`config.mk`:
```
export PLATFORM = sky130hd
export DESIGN_NAME = krt_ram
export DESIGN_NICKNAME = d
export VERILOG_FILES = /design/src/krt_ram.sv
export SDC_FILE = /design/constraint.sdc
export NUM_CORES = 2
export LEC_CHECK = 0
export ABC_AREA = 1
export BUFFER_PORTS_ARGS = -buffer_cell sky130_fd_sc_hd__buf_4
export CORE_UTILIZATION = 50
export DETAILED_ROUTE_END_ITERATION = 6
export PLACE_DENSITY = 0.64
export SLEW_MARGIN = 15
export SYNTH_ARGS = -nofsm -noshare
export SYNTH_HDL_FRONTEND = slang
export SYNTH_SLANG_ARGS = --single-unit
export TNS_END_PERCENT = 10
```
`constraint.sdc`:
```
create_clock -name clk -period 6.26 [get_ports clk]
set_clock_uncertainty 0.1 [all_clocks]
set_input_delay 1.252 -clock clk [delete_from_list [all_inputs] [get_ports clk]]
set_output_delay 1.252 -clock clk [all_outputs]
set_load 0.03 [all_outputs]
```
`src/krt_ram.sv`:
```
`timescale 1ns / 1ps
`default_nettype none

module krt_ram #(
	parameter int WIDTH = 32,
	parameter int DEPTH = 64
) (
	input  wire logic                     clk,
	input  wire logic                     we,
	input  wire logic [$clog2(DEPTH)-1:0] waddr,
	input  wire logic [WIDTH-1:0]         wdata,
	input  wire logic [$clog2(DEPTH)-1:0] raddr,
	output      logic [WIDTH-1:0]         rdata
);

	logic [WIDTH-1:0] mem [DEPTH];

	// one write port, one registered read port
	always_ff @(posedge clk) begin
		if (we) begin
			mem[waddr] <= wdata;
		end
		rdata <= mem[raddr];
	end

endmodule

`default_nettype wire

```
* Yosys cells after proc, flatten, opt, wreduce, memory -nomap -nowiden
Memory sizes are Yosys's and may differ from the RTL's. A register that Yosys moved wholly into a read port is not among the register bits.
Cells that the tools add are included.
** Storage, ports and cells
- Word-level logic and storage cells :: 3
- RAM bits :: 2048
- Memories kept :: 1
- Bits in registers :: 0
- Bits of input ports :: 46
** Memory list
- mem :: depth 64, bits a word 32, read ports 1, clocked after Yosys merged registers in 1, write ports 1, RTL line 16 : logic [WIDTH-1:0] mem [DEPTH];
** Cells by class
- Muxes and demuxes :: 2
** Operators with widths (count)
- two-way mux 1 bit :: 2

* Longest topological paths before layout
- Depth in word-level cells :: 2
- Gate-level depth with buffers :: 13
- Mapped depth without buffers :: 9

* Worst setup path before layout
No wires, ideal clock.
- Path type :: input to register
- Start :: in we
- End :: mem mem[48][0] (enable)
- Data arrival time :: 4880 ps
- Library setup time :: 502 ps
- Cell stages on the path :: 3
- Path buffers :: 1
- Setup slack :: 778 ps
- Cells stage by stage :: clkbuf_1 -> nand4_1 -> nor4_1
** On the way
- Word-level cells in the longest chain between the ends :: 2
** Ends and longest elaborated chain
- from (decl) :: RTL line 9 : input wire logic we,
- two-way mux 1 bit :: RTL line 20 : if (we) begin
- two-way mux 1 bit (not written as such) :: RTL line 21 : mem[waddr] <= wdata;
- to (decl) :: RTL line 16
No other way between the ends.

* Worst setup path in the final report
- Start :: in waddr[2]
- End :: mem mem[0][28] (enable)
** RTL lines
- from (decl) :: RTL line 10 : input wire logic [$clog2(DEPTH)-1:0] waddr,
No word-level cell before the write port.

==> out/results.txt <==
Antenna Nets Post-Route - 0
register area - 0.0621 mm^2
buffer and inverter count on the worst path - 2
Clock Sinks - 2080
M1 GR Usage - 0.422
GR peak layer - met2
Synth Area in XOR/XNOR - 0
mux cell area share after synthesis - 0
Clk Latency, worst-skew pair - 0.84 ns
top cells by count, synth - nand2_1, edfxtp_1, nand3_1
combinational power share - 0.067
CP Class - primary input to register
vias in the first global route - 50100
critical path's top delay family - simple AND/OR/NAND/NOR gates
Post-synth EDFFs - 2048
fin crit share - 0.592
power consumption - 28.9 mW
pwr dens - 315 mW/mm^2
Seq pwr share - 0.535
Avg Cell Area, Syn - 12.2 um^2
Synth cell types - 16
pin count of the biggest net entering global routing - 183
Setup Fix Bufs, Post-CTS - 0
Slowest cell on crit path - nor2_4
global placer's final weighted congestion - 0.884
fin crit period - 3.71 ns
Slew headroom - 0.186
Async S/R FF share, synth - 0
final WL - 244 mm
htree depth - 4
drt pass-1 iters - 6
post-synthesis compound-gate area fraction - 0
# rows - 148
drt initial violations - 8211
Worst path max stage delay - 1.34 ns
NetSw - 6.68 mW
combinational family with the most area after synthesis - simple AND/OR/NAND/NOR gates
Port Buf Inserts - 77
TritonCTS Buffers - 200
cell area after synthesis - 0.0827 mm^2
Fin. Hold Viols - 0
Post-CTS Resized - 0
Max Clock Freq - 270 MHz
Worst EP arrival - 4.04 ns
setup TNS - 0 ns
Yosys reg bits - 2080
post-synth top area share - 0.743
grt ovf - 0
outcome - finished, final reports clean
unrepaired setup endpoints after global routing - false
critical path endpoint category - register
DR WL/cell - 27.0 um
Pint - 22.2 mW
Hold Path Stages - 8
VDD IR-drop max - 0.000272 V
# setup viols final - 0
Worst path depth - 4
Multi-input gate area - 0.0188 mm^2
via count - 54200
Post-DP HPWL - 132 mm
Synth Area in Adders - 0
top-count cell post-synth - nand2_1
Yosys top cell by area - edfxtp_1
area grow syn2layout - 11.0%
PnR worst setup slack - 2.55 ns
CTS tree - done
cts hold-fix bufs - 0
Post-Synth Simple-Gate Area - 0.221
core area - 0.164 mm^2
Clk pwr share - 0.398
grt met2 use - 0.426
Layout Utilization - 0.561
Die X - 409 um
sequential-to-total area share from yosys stat - 0.751
Initial Util - 0.506
pre-CTS WS - 1.79 ns
layout cells sized above 1 - 0.0769
antenna violations before repair - 15
worst-case clock buffer depth - 3
fillers - 13300
Max Slew Vio Count - 0
first-pass GRT wire length - 352 mm
Req. time, crit path - 6.59 ns
vias per cell - 5.98
crit-path max FO - 32
Main synth FF type - edfxtp_1
met3 Use GR - 0.0657
Synth warnings - 0
register clock-pin slew on the reported worst setup and hold paths - 0.06 ns
worst-path cell chain - buf_4 > inv_1 > nand4_1 > nor2_4
Total GRT Usage - 0.290
syn nets - 6815
die area - 0.167 mm^2
CTS root buffer - clkbuf_16
Synth area leaders - edfxtp_1, nand3_1, nand2_1
Synth Instances - 6769
worst min path class - register to register
Die Y - 409 um
I/O pins - 78
startpoint type of the worst setup path - primary input
Slew @ Worst Pin - 1.22 ns
leakage - 32.0 nW
Max-Cap Viols - 0
DRC violations left - 0
Worst Reg-to-Reg Cells - 8
net switching fraction of the power - 0.231
Layout Nets - 6761
[cell type report]
class | count | area share
diodes | 5 | 0.000136
clock buffers | 261 | 0.0583
clock inverters | 107 | 0.00880
inverters | 12 | 0.000886
multi-input cells | 4228 | 0.204
flip-flops and latches | 2080 | 0.677
well taps | 2175 | 0.0296
repair buffers | 193 | 0.0209
[per-stage QoR]
stage | cells | instance area (um^2) | hold WS, ns
after CTS | 9048 | 91600 | 0.712
after global placement | 8680 | 85500 | 0.697
after detailed placement | 8680 | 85500 | 0.696
final | 9061 | 91800 | 0.707
after floorplan | 6769 | 82700 | 0.621
after global routing | 9056 | 91800 | 0.742
[placed cells by master (no fill, tap or decap), types with 9 or more instances in the layout]
| cell | instances |
|---|---|
| edfxtp_1 | 2048 |
| clkbuf_16 | 203 |
| nor2_4 | 56 |
| nand2_1 | 2248 |
| nand4_1 | 9 |
| clkinv_2 | 32 |
| buf_4 | 154 |
| clkinv_1 | 49 |
| clkbuf_1 | 53 |
| dfxtp_1 | 32 |
| bufinv_16 | 10 |
| buf_12 | 34 |
| nand3_1 | 1907 |
[flip-flops by register name, summed over array words and instances (netlist names)]
register  cells
mem        2048
rdata        32
[power groups by stage]
stage                     combinational (mW)  sequential (mW)  clock (mW)
after global routing                    2.04             15.5        12.1
after global placement                  1.87             15.8           0
after floorplan                        0.947             15.8           0
final                                   1.93             15.5        11.5
after detailed placement                1.89             15.8           0
after CTS                               1.90             15.5        11.6
[cells by family (layout without fill, tap and decap cells)]
logic type | count (synthesis) | count (layout)
buf+inv | 461 | 573
other cells | 0 | 5
flops | 2080 | 2080
simple gates | 4228 | 4228
[per-layer routing]
| layer | up-vias | share of wire |
|---|---|---|
| li1 | 24000 | - |
| met1 | 26700 | 0.40 |
| met2 | 3030 | 0.45 |
| met3 | 409 | 0.12 |
| met4 | 6 | 0.038 |
| met5 | - | 0.00016 |
[worst reg2reg max path: cells and delay by family (launching register included)]
family           cells  cell delay (ns)
flip-flops           1             0.37
AND/OR/NAND/NOR      8             1.42
[final timing paths]
path               startpoint    endpoint  slack (ns)
setup / recovery     waddr[2]  mem[0][28]        2.55
hold / removal     mem[4][28]   rdata[28]        0.71
setup reg to reg  mem[44][28]   rdata[28]        4.26
hold reg to reg    mem[4][28]   rdata[28]        0.71
No activity file was read; power rests on OpenSTA's default activity.
